### config.mk
export PLATFORM = sky130hd
export DESIGN_NAME = space_separated_decimal_parser_top
export DESIGN_NICKNAME = d
export VERILOG_FILES = /design/src/rtl/core/ssdp_pkg.sv /design/src/rtl/core/ssdp_step.sv /design/src/rtl/core/space_separated_decimal_parser_top.sv
export SDC_FILE = /design/constraint.sdc
export NUM_CORES = 1
export LEC_CHECK = 0
export BUFFER_PORTS_ARGS = -buffer_cell sky130_fd_sc_hd__buf_2
export CAP_MARGIN = 20
export CORE_ASPECT_RATIO = 0.75
export CORE_MARGIN = 5
export CORE_UTILIZATION = 50
export DETAILED_ROUTE_END_ITERATION = 12
export HOLD_SLACK_MARGIN = 0.06
export PLACE_DENSITY_LB_ADDON = 0.1
export SLEW_MARGIN = 20
export SYNTH_ARGS = -nofsm -noshare
export SYNTH_HDL_FRONTEND = slang
export SYNTH_HIERARCHICAL = 1
export SYNTH_SLANG_ARGS = --single-unit
### constraint.sdc
create_clock -name clk -period 26 [get_ports clk]
set_input_delay 1.3 -clock clk [delete_from_list [all_inputs] [get_ports clk]]
set_output_delay 1.3 -clock clk [all_outputs]
set_load 0.05 [all_outputs]
### src/rtl/core/ssdp_pkg.sv
// Shared types and constants for the space separated decimal parser.
`default_nettype none

package ssdp_pkg;

	// Largest value a parsed integer may reach before it saturates.
	localparam logic [30:0] VALUE_MAX = 31'h7FFF_FFFF;

	// Character codes the parser recognises.
	localparam logic [7:0] CHAR_SPACE = 8'h20;
	localparam logic [7:0] CHAR_ZERO  = 8'h30;
	localparam logic [7:0] CHAR_NINE  = 8'h39;

	// Number of result slots in the output queue.
	localparam logic [1:0] QUEUE_SLOTS = 2'd2;

	// Parser phase.
	typedef enum logic [1:0] {
		PH_SKIP   = 2'd0,
		PH_DIGITS = 2'd1,
		PH_DONE   = 2'd2
	} phase_t;

	// One result transaction.
	typedef struct packed {
		logic [30:0] value;
		logic [3:0]  number_index;
		logic [15:0] chars_used;
		logic        final_res;
		logic        failed;
		logic        run_end;
	} result_t;

	// Builds a result with run_end cleared; the caller marks the last one.
	function automatic result_t make_result(input logic [30:0] val, input logic [3:0] idx,
			input logic [15:0] used, input logic fin, input logic fail);
		result_t r;
		r.value        = val;
		r.number_index = idx;
		r.chars_used   = used;
		r.final_res    = fin;
		r.failed       = fail;
		r.run_end      = 1'b0;
		return r;
	endfunction

endpackage

`default_nettype wire

### src/rtl/core/ssdp_step.sv
// Combinational parse step: one character against the current parser state.
`default_nettype none

module ssdp_step #(
	parameter int COUNT_WIDTH = 16
) (
	input  var ssdp_pkg::phase_t  phase,
	input  wire  [30:0]           acc,
	input  wire  [4:0]            done,
	input  wire  [COUNT_WIDTH-1:0] cnt,
	input  wire  [4:0]            wanted,
	input  wire  [7:0]            character,
	input  wire                   text_end,
	output ssdp_pkg::phase_t      nxt_phase,
	output logic [30:0]           nxt_acc,
	output logic [4:0]            nxt_done,
	output logic [COUNT_WIDTH-1:0] nxt_cnt,
	output ssdp_pkg::result_t     res0,
	output ssdp_pkg::result_t     res1,
	output logic [1:0]            res_count
);

	logic              is_digit;
	logic [3:0]        digit;
	logic [34:0]       times_ten;

	assign is_digit  = (character >= ssdp_pkg::CHAR_ZERO) && (character <= ssdp_pkg::CHAR_NINE);
	assign digit     = 4'(character - ssdp_pkg::CHAR_ZERO);
	assign times_ten = ({4'b0, acc} << 3) + ({4'b0, acc} << 1);

	// The step follows the parse rules in order, at most two results.
	always_comb begin
		ssdp_pkg::phase_t  ph;
		logic [30:0]       ac;
		logic [4:0]        dn;
		logic [COUNT_WIDTH-1:0] cn;
		logic [1:0]        n;
		logic              fin;
		logic [34:0]       sum;
		ssdp_pkg::result_t r;

		ph  = phase;
		ac  = acc;
		dn  = done;
		cn  = cnt;
		n   = 2'd0;
		fin = 1'b0;
		sum = '0;
		r   = '0;
		res0 = '0;
		res1 = '0;

		// A non-digit closes the number in progress.
		if (ph == ssdp_pkg::PH_DIGITS && !is_digit) begin
			fin = ({1'b0, dn} + 6'd1) >= {1'b0, wanted};
			r = ssdp_pkg::make_result(ac, dn[3:0], 16'(cn), fin, 1'b0);
			if (n == 2'd0) res0 = r; else res1 = r;
			n  = n + 2'd1;
			dn = dn + 5'd1;
			ac = '0;
			ph = fin ? ssdp_pkg::PH_DONE : ssdp_pkg::PH_SKIP;
		end

		if (ph == ssdp_pkg::PH_DIGITS || (ph == ssdp_pkg::PH_SKIP && is_digit)) begin
			// Accumulate the digit with saturation.
			sum = ((ph == ssdp_pkg::PH_DIGITS) ? times_ten : 35'd0) + 35'(digit);
			ac  = (sum > 35'(ssdp_pkg::VALUE_MAX)) ? ssdp_pkg::VALUE_MAX : sum[30:0];
			ph  = ssdp_pkg::PH_DIGITS;
			if (cn != '1) cn = cn + 1'b1;
			if (text_end) begin
				fin = ({1'b0, dn} + 6'd1) >= {1'b0, wanted};
				r = ssdp_pkg::make_result(ac, dn[3:0], 16'(cn), fin, 1'b0);
				if (n == 2'd0) res0 = r; else res1 = r;
				n  = n + 2'd1;
				dn = dn + 5'd1;
				ph = fin ? ssdp_pkg::PH_DONE : ssdp_pkg::PH_SKIP;
			end
		end else if (ph == ssdp_pkg::PH_SKIP) begin
			// Spaces are consumed; anything else fails the parse.
			if (character == ssdp_pkg::CHAR_SPACE) begin
				if (cn != '1) cn = cn + 1'b1;
			end else begin
				r = ssdp_pkg::make_result('0, dn[3:0], 16'(cn), 1'b1, 1'b1);
				if (n == 2'd0) res0 = r; else res1 = r;
				n  = n + 2'd1;
				ph = ssdp_pkg::PH_DONE;
			end
		end

		// The text ended before enough numbers were read.
		if (text_end && ph == ssdp_pkg::PH_SKIP) begin
			r = ssdp_pkg::make_result('0, dn[3:0], 16'(cn), 1'b1, 1'b1);
			if (n == 2'd0) res0 = r; else res1 = r;
			n  = n + 2'd1;
			ph = ssdp_pkg::PH_DONE;
		end

		// Mark the last result of this character.
		if (n == 2'd1) res0.run_end = 1'b1;
		if (n == 2'd2) res1.run_end = 1'b1;

		// The end of the text returns the parser to its reset state.
		if (text_end) begin
			ph = ssdp_pkg::PH_SKIP;
			ac = '0;
			dn = '0;
			cn = '0;
		end

		nxt_phase = ph;
		nxt_acc   = ac;
		nxt_done  = dn;
		nxt_cnt   = cn;
		res_count = n;
	end

endmodule

`default_nettype wire

### src/rtl/core/space_separated_decimal_parser_top.sv
// Top level of the space separated decimal parser.
// Each accepted character is registered in the input stage, then its results in the output queue.
// Throughput: one character per cycle while its results fit in the queue; otherwise in_stall is raised.
// The rate is set by the two-slot output queue that the results of a character enter at once.
// Reset clears the parser state, the input stage and the queue; the count register count_q resets to 1.
`default_nettype none

module space_separated_decimal_parser_top #(
	parameter int MAX_INTEGERS = 16,
	parameter int COUNT_WIDTH  = 16
) (
	input  wire         clk,
	input  wire         arst_n,
	// Configuration channel
	input  wire         cfg_valid,
	output logic        cfg_ready,
	input  wire  [4:0]  cfg_data,
	// Input channel
	input  wire         in_valid,
	output logic        in_stall,
	input  wire  [7:0]  character,
	input  wire         text_end,
	// Output channel
	output logic        out_valid,
	input  wire         out_stall,
	output logic [30:0] value,
	output logic [3:0]  number_index,
	output logic [15:0] chars_used,
	output logic        final_res,
	output logic        failed,
	output logic        run_end
);

	logic [4:0]             count_q;
	logic [4:0]             wanted;

	logic                   valid_s1;
	logic [7:0]             char_s1;
	logic                   end_s1;

	ssdp_pkg::phase_t       phase_q;
	ssdp_pkg::phase_t       nxt_phase;
	logic [30:0]            acc_q;
	logic [30:0]            nxt_acc;
	logic [4:0]             done_q;
	logic [4:0]             nxt_done;
	logic [COUNT_WIDTH-1:0] cnt_q;
	logic [COUNT_WIDTH-1:0] nxt_cnt;

	ssdp_pkg::result_t      res0;
	ssdp_pkg::result_t      res1;
	logic [1:0]             res_count;

	ssdp_pkg::result_t      slot0_q;
	ssdp_pkg::result_t      slot1_q;
	ssdp_pkg::result_t      slot0_d;
	ssdp_pkg::result_t      slot1_d;
	logic [1:0]             fill_q;
	logic [1:0]             fill_d;
	logic [1:0]             remain;
	logic                   pop;
	logic                   advance;
	logic                   accept;

	// The configuration register is always writable.
	assign cfg_ready = 1'b1;

	always_ff @(posedge clk or negedge arst_n) begin
		if (!arst_n) begin
			count_q <= 5'd1;
		end else if (cfg_valid && cfg_ready) begin
			count_q <= cfg_data;
		end
	end

	// Effective count: zero acts as one, large values clamp to the maximum.
	always_comb begin
		if (count_q == 5'd0) begin
			wanted = 5'd1;
		end else if (32'(count_q) > MAX_INTEGERS) begin
			wanted = 5'(MAX_INTEGERS);
		end else begin
			wanted = count_q;
		end
	end

	// Queue handshake: a character moves on when all its results fit.
	assign pop       = (fill_q != 2'd0) && !out_stall;
	assign remain    = fill_q - {1'b0, pop};
	assign advance   = valid_s1 && ({1'b0, remain} + {1'b0, res_count} <= {1'b0, ssdp_pkg::QUEUE_SLOTS});
	assign in_stall  = valid_s1 && !advance;
	assign accept    = in_valid && !in_stall;

	// Input stage register.
	always_ff @(posedge clk or negedge arst_n) begin
		if (!arst_n) begin
			valid_s1 <= 1'b0;
		end else if (accept) begin
			valid_s1 <= 1'b1;
		end else if (advance) begin
			valid_s1 <= 1'b0;
		end
	end

	always_ff @(posedge clk) begin
		if (accept) begin
			char_s1 <= character;
			end_s1  <= text_end;
		end
	end

	// Parse step on the registered character.
	ssdp_step #(
		.COUNT_WIDTH (COUNT_WIDTH)
	) u_step (
		.phase     (phase_q),
		.acc       (acc_q),
		.done      (done_q),
		.cnt       (cnt_q),
		.wanted    (wanted),
		.character (char_s1),
		.text_end  (end_s1),
		.nxt_phase (nxt_phase),
		.nxt_acc   (nxt_acc),
		.nxt_done  (nxt_done),
		.nxt_cnt   (nxt_cnt),
		.res0      (res0),
		.res1      (res1),
		.res_count (res_count)
	);

	// Parser state registers.
	always_ff @(posedge clk or negedge arst_n) begin
		if (!arst_n) begin
			phase_q <= ssdp_pkg::PH_SKIP;
			acc_q   <= '0;
			done_q  <= '0;
			cnt_q   <= '0;
		end else if (advance) begin
			phase_q <= nxt_phase;
			acc_q   <= nxt_acc;
			done_q  <= nxt_done;
			cnt_q   <= nxt_cnt;
		end
	end

	// Output queue: shift out the head, append new results behind the rest.
	always_comb begin
		ssdp_pkg::result_t head;

		head    = pop ? slot1_q : slot0_q;
		slot0_d = head;
		slot1_d = slot1_q;
		fill_d  = remain;
		if (advance) begin
			fill_d = remain + res_count;
			case (remain)
				2'd0: begin
					slot0_d = res0;
					slot1_d = res1;
				end
				2'd1: begin
					slot0_d = head;
					slot1_d = res0;
				end
				default: begin
					slot0_d = head;
					slot1_d = slot1_q;
				end
			endcase
		end
	end

	always_ff @(posedge clk or negedge arst_n) begin
		if (!arst_n) begin
			fill_q <= 2'd0;
		end else begin
			fill_q <= fill_d;
		end
	end

	always_ff @(posedge clk) begin
		slot0_q <= slot0_d;
		slot1_q <= slot1_d;
	end

	// Output ports come straight from the head of the queue.
	assign out_valid    = (fill_q != 2'd0);
	assign value        = slot0_q.value;
	assign number_index = slot0_q.number_index;
	assign chars_used   = slot0_q.chars_used;
	assign final_res    = slot0_q.final_res;
	assign failed       = slot0_q.failed;
	assign run_end      = slot0_q.run_end;

endmodule

`default_nettype wire

* Yosys cells after proc, flatten, opt, wreduce, memory -nomap -nowiden
Cells that the tools add are included.
Storage, ports and cells: input bits 19, register bits after elaboration 179, word-level logic and storage cells 130, output and inout port bits 57
Cells by class: mux-type cells 57, add/subtract/negate cells 13, reduce and logical (&&, ||, !) cells 25, magnitude comparators 7, eq/ne operators 7
Operators by type and width (count):
- $mux W54 | 19
- $mux W31 | 4
- $pmux W54 S2 | 1
- $mux W16 | 5
- $add A34 B32 Y35 | 1
- $add A35 B4 Y35 | 1
- $gt A35 B31 Y1 const B | 1
- $mux W35 | 1
- $mux W2 | 15
- $mux W5 | 6
- $mux W23 | 1
- $add A16 B1 Y16 const B | 1
- $ne A16 B16 Y1 const B | 1
- $add A5 B1 Y6 const B | 2
- $ge A6 B5 Y1 | 2
- $add A5 B1 Y5 const B | 2
- $logic_not A2 Y1 | 5
- $eq A2 B1 Y1 const B | 4
- $eq A8 B6 Y1 const B | 1
- $ge A8 B6 Y1 const B | 1
- $le A8 B6 Y1 const B | 1
- $logic_and A1 B1 Y1 | 8
- $reduce_bool A2 Y1 | 3
- $gt A5 B5 Y1 const B | 1
- other kinds (14) | 22

* Logic depth before layout (Yosys ltp)
word-level depth 21, gate-level depth with buffers 26, mapped depth without buffers 19

* Modules after synthesis
The synthesis kept the hierarchy.
Modules (own cells, without submodules):
- space_separated_decimal_parser_top | area each 7603.5 um2, sequential area each 4525.6 um2, instances 1, cells each 454
- ssdp_step | area each 6446.2 um2, sequential area each 0.0 um2, instances 1, cells each 1030

* Worst setup path after synthesis
Ideal clock, no wire load.
kind register -> register, start point register char_s1[5], end point register slot1_q[0] (netlist bit) (enable), setup time 0.472 ns, required time 25.528 ns, arrival 7.913 ns, buffers on the path 7, setup slack 17.615 ns, cell stages (with the launch flop) 27, clock period less this slack 8.385 ns, path through edfxtp_1 > and4bb_2 > buf_4 > a21oi_2 > clkbuf_1 > clkbuf_1 > buf_1 > ha_1 > clkbuf_1 > inv_1 > ha_1 > ha_1 > a21o_1 > a21o_1 > a21o_1 > a211o_1 > nand2_1 > o2111ai_1 > xor2_1 > ha_1 > inv_1 > fa_1 > nand2b_1 > nand3_1 > buf_2 > buf_2 > nor2b_1
On the way: word-level cells in the longest chain between the ends 17, elaborated cells between the ends (all ways) 33, those cells by class add/sub: 4; order compare: 4; eq/ne: 2; mux: 13; reduce/logical: 10
RTL lines:
- start, declared | line space_separated_decimal_parser_top.sv:38 | logic [7:0] char_s1;
- start signal, assigned | line space_separated_decimal_parser_top.sv:107 | char_s1 <= character;
- $ge A8 B6 Y1 / $le A8 B6 Y1 (equally long branches) | line ssdp_step.sv:27 | assign is_digit = (character >= ssdp_pkg::CHAR_ZERO) && (character <= ssdp_pkg::CHAR_NINE);
- $logic_and A1 B1 Y1 | line ssdp_step.sv:27
- $logic_not A1 Y1 | line ssdp_step.sv:54 | if (ph == ssdp_pkg::PH_DIGITS && !is_digit) begin
- $logic_and A1 B1 Y1 | line ssdp_step.sv:54
- $mux W5 | line ssdp_step.sv:54
- $add A5 B1 Y6 | line ssdp_step.sv:71 | fin = ({1'b0, dn} + 6'd1) >= {1'b0, wanted};
- $ge A6 B5 Y1 | line ssdp_step.sv:71
- $mux W2 | line ssdp_step.sv:76 | ph = fin ? ssdp_pkg::PH_DONE : ssdp_pkg::PH_SKIP;
- [2 not listed]
- $logic_not A2 Y1 | line ssdp_step.sv:91 | if (text_end && ph == ssdp_pkg::PH_SKIP) begin
- $logic_and A1 B1 Y1 | line ssdp_step.sv:91
- $mux W2 * | line ssdp_step.sv:91
- net res_count[0] | line space_separated_decimal_parser_top.sv:52 | logic [1:0] res_count;
- $add A2 B2 Y3 * | line space_separated_decimal_parser_top.sv:90 | assign advance = valid_s1 && ({1'b0, remain} + {1'b0, res_count} <= {1'b0, ssdp_pkg::QUEUE_SLOTS});
- $le A3 B2 Y1 * | line space_separated_decimal_parser_top.sv:90
- $logic_and A1 B1 Y1 * | line space_separated_decimal_parser_top.sv:90
- $reduce_and A2 Y1 (no line) *
- end signal, assigned | line space_separated_decimal_parser_top.sv:184 | slot1_q <= slot1_d;
- end, declared | line space_separated_decimal_parser_top.sv:55 | ssdp_pkg::result_t slot1_q;
The timed path passes the listed nets; every way through them passes the cells marked *. A chain may end at the register's enable or synchronous reset.

* Final worst setup path
start point register phase_q[1], end point output in_stall
On the way: word-level cells in the longest chain between the ends 16, elaborated cells between the ends (all ways) 30, those cells by class add/sub: 4; order compare: 2; eq/ne: 2; mux: 13; reduce/logical: 9
RTL lines:
- start, declared | line space_separated_decimal_parser_top.sv:41 | ssdp_pkg::phase_t phase_q;
- start signal, assigned | line space_separated_decimal_parser_top.sv:135 | phase_q <= ssdp_pkg::PH_SKIP;
- start signal, assigned | line space_separated_decimal_parser_top.sv:140 | phase_q <= nxt_phase;
- $eq A2 B1 Y1 | line ssdp_step.sv:54
- $logic_and A1 B1 Y1 | line ssdp_step.sv:54
- $mux W5 | line ssdp_step.sv:54
- $add A5 B1 Y6 | line ssdp_step.sv:71
- $ge A6 B5 Y1 | line ssdp_step.sv:71
- $mux W2 | line ssdp_step.sv:76
- $mux W2 | line ssdp_step.sv:70 | if (text_end) begin
- $mux W2 | line ssdp_step.sv:64 | if (ph == ssdp_pkg::PH_DIGITS || (ph == ssdp_pkg::PH_SKIP && is_digit)) begin
- $logic_not A2 Y1 | line ssdp_step.sv:91
- $logic_and A1 B1 Y1 | line ssdp_step.sv:91
- $mux W2 * | line ssdp_step.sv:91
- net res_count[0] | line space_separated_decimal_parser_top.sv:52
- $add A2 B2 Y3 * | line space_separated_decimal_parser_top.sv:90
- $le A3 B2 Y1 * | line space_separated_decimal_parser_top.sv:90
- $logic_and A1 B1 Y1 * | line space_separated_decimal_parser_top.sv:90
- $logic_not A1 Y1 * | line space_separated_decimal_parser_top.sv:91 | assign in_stall = valid_s1 && !advance;
- $logic_and A1 B1 Y1 * | line space_separated_decimal_parser_top.sv:91
- end, declared | line space_separated_decimal_parser_top.sv:20 | output logic in_stall,
Marked as above.

==> flow_metrics.tcl <==
set metrics [dict create \
    numCtsBuffers 17 \
    synthCells 1484 \
    drtPass1Iterations 7 \
    dieArea_sq_mm 0.0316 \
    cts.path.max_buffers 2 \
    die_h_um 155 \
    globalplace.congestion 0.899 \
    diodes 0 \
    worstSetupStartpointType "register" \
    fmax_ghz 0.136 \
    max_slew_margin 0.280 \
    port_buffers 74 \
    cellPowerDensity_mw_per_mm2 82.0 \
    grt_use_total 0.245 \
    cts-root-buf "clkbuf_16" \
    async_flop_share 0.346 \
    hpwl_um 27600 \
    status "completed" \
    arrival_ps 6050 \
    final.period_utilization 0.283 \
    synth_edf_count 63 \
    layout_min_cycle_time_ps 7350 \
    tightestPinTransition_ps 1080 \
    drt_wl_total_um 39100 \
    startpoint "phase_q[1]" \
    r2r_cells 21 \
    fillers 2535 \
    hold_start "count_q[3]" \
    antenna_left 0 \
    drc 0 \
    clk_transition_reported_paths_ps 70 \
    synth_top_flop_cell "edfxtp_1" \
    grt_setup_unrepaired "no" \
    drt_iter0_drc 1252 \
    avgSynthCellArea_sq_um 9.47 \
    cts_hold_buf 0 \
    power.leakage_nw 6.27 \
    cts_resized 0 \
    vias 11500 \
    layout_common_cells "177 x mux2_2, 159 x nand2_1, 117 x a21oi_1" \
    htree_num_levels 4 \
    synth.cell_area_sq_mm 0.0140 \
    grt_pass1_vias 10500 \
    ys_seq_area_frac 0.322 \
    routedWlPerCell_um 20.9 \
    hold_depth 1 \
    hp-class "reg -> reg" \
    grt_pass1_wl_um 61300 \
    synth_cell_types 87 \
    post_drt_via_cell_ratio 6.16 \
    endpoint_kind "primary output" \
    grt_max_degree 63 \
    synth-seq-cells 179 \
    area_growth_pct 7.01 \
    critPathKind "reg -> out" \
    fin_cells 1874 \
    required_ps 24700 \
    io_pins 76 \
    grt_antenna_before_repair 0 \
    holdPathEnd "count_q[3]" \
    cts_setup_buffers 0 \
    r2r_slack_ps 19590 \
    chipWidth_um 204 \
    dpl.cell_count 1841 \
    path_max_fanout 34 \
    yosysWarnings 6 \
    skew_ps 9.61 \
    rr_startpoint "phase_q[1]" \
    overflow 0 \
    drv_cap 0 \
    core-area_sq_mm 0.0279 \
    hold_viol 0 \
    clock_sinks 179 \
    worstSkewPairLatency_ps 440 \
    finalMaxSlewViolations 0 \
    tns_ps 0 \
    mostFrequentLayoutCell "mux2_2" \
    worstReg2RegEnd "slot1_q[52]" \
    vdd_drop_max_mv 0.0779 \
    start_util 0.504 \
    cts_tree "done" \
    drive_above_1_share 0.268 \
    fin_nets 1578 \
    row_count 53 \
    setup_viol 0 \
    whs_ps 544 \
]
## report_power, final
group          switching (mW)  leakage [nW]  internal, mW
combinational           0.348          4.08         0.203
clock                   0.123         0.273         0.135
sequential             0.0373          1.92         0.387
## state kept, by name, summed over array words and instances (netlist names)
register and count:
value 31, run_end 1, number_index 4, end_s1 1, cnt_q 16, phase_q 2
char_s1 8, fill_q 2, slot1_q 54, failed 1, valid_s1 1, chars_used 16
final_res 1, count_q 5, done_q 5, acc_q 31
## synthesized netlist by cell type (5+ instances only)
cell | number | area share
nand4_1 | 16 | 0.0071
mux2_2 | 177 | 0.14
dfxtp_1 | 54 | 0.077
buf_4 | 34 | 0.018
ha_1 | 52 | 0.046
and4_1 | 10 | 0.0062
mux2_4 | 50 | 0.053
nand3_1 | 38 | 0.014
a21boi_0 | 5 | 0.0027
a21oi_2 | 5 | 0.0031
clkbuf_1 | 47 | 0.013
o21bai_1 | 6 | 0.0032
nor2b_1 | 10 | 0.0045
buf_12 | 5 | 0.0071
a21oi_1 | 117 | 0.042
or3_1 | 6 | 0.0027
edfxtp_1 | 63 | 0.13
nand2_1 | 159 | 0.042
buf_6 | 6 | 0.0048
o21a_1 | 5 | 0.0027
nor4_1 | 7 | 0.0031
a211oi_1 | 23 | 0.012
o31ai_1 | 10 | 0.0053
inv_1 | 29 | 0.0077
dfrtp_1 | 61 | 0.11
a22oi_1 | 9 | 0.0048
a211oi_2 | 12 | 0.011
a31oi_1 | 25 | 0.011
nor3_1 | 26 | 0.0093
o21ai_0 | 60 | 0.021
a211o_1 | 6 | 0.0037
a21o_1 | 13 | 0.0069
xor2_1 | 31 | 0.019
mux2i_1 | 11 | 0.0078
nand2b_1 | 11 | 0.0049
and2_1 | 17 | 0.0076
nor2_1 | 82 | 0.022
xnor2_1 | 32 | 0.020
buf_2 | 30 | 0.011
o21ai_1 | 16 | 0.0057
and3_1 | 16 | 0.0071
o211ai_1 | 9 | 0.0048
a311oi_1 | 9 | 0.0056
## layout make-up
type | count | area [sq um] | share of cell area
Clock buffer | 18 | 429 | 0.0285
Clock inverter | 14 | 144 | 0.00957
Inverter | 30 | 113 | 0.00749
Multi-Input combinational cell | 1179 | 8810 | 0.586
Sequential cell | 179 | 4530 | 0.301
Tap cell | 357 | 447 | 0.0297
Timing Repair Buffer | 97 | 563 | 0.0375
## per-layer routing
layer	vias to the layer above	wire (um)	global-route usage	share of wire
li1	5465	-	-	-
met3	29	3070	0.0525	0.078
met4	0	359	0.0449	0.0092
met2	421	15500	0.330	0.40
met1	5629	20200	0.399	0.52
met5	-	0	0	0
## stage by stage
stage	setup slack, ps	instance area, sq um	util	power (mW)
CTS	18710	15000	0.539	1.24
finish	18650	15000	0.540	1.23
floorplan	17620	14200	-	0.866
global placement	19340	14400	0.518	0.974
detailed placement	19190	14400	0.518	0.983
global route	18310	15000	0.540	1.29
## worst max-delay path, cell delays in order (launching register included)
cell and delay (ps):
dfrtp_1 510, nand2b_1 270, a21oi_4 340, buf_4 460
ha_1 400, inv_1 150, ha_1 270, ha_1 280
a21o_1 150, a21o_1 160, a21o_1 170, a211o_1 320
nand2_1 90, o2111ai_1 220, xor2_1 250, ha_1 220
inv_1 70, fa_1 430, nand2b_1 210, a21bo_2 250
inv_1 100, buf_2 270
## logic make-up after synthesis
| group | share of synthesized area |
|---|---|
| xor+xnor | 0.0404 |
| compound gates | 0.176 |
| fa+ha+maj | 0.0506 |
| simple gates | 0.143 |
| flops | 0.322 |
| mux | 0.204 |
| other cells | 0.000535 |
| buf+inv | 0.0626 |
## worst max path at each step
stage / end / slack, ps / depth (start not counted)
floorplan: slot1_q[0] / 17620 / 26
CTS: in_stall / 18710 / 21
finish: in_stall / 18650 / 21
global placement: in_stall / 19340 / 21
detailed placement: in_stall / 19190 / 21
global route: in_stall / 18310 / 21
(Power assumes the default switching activity.)
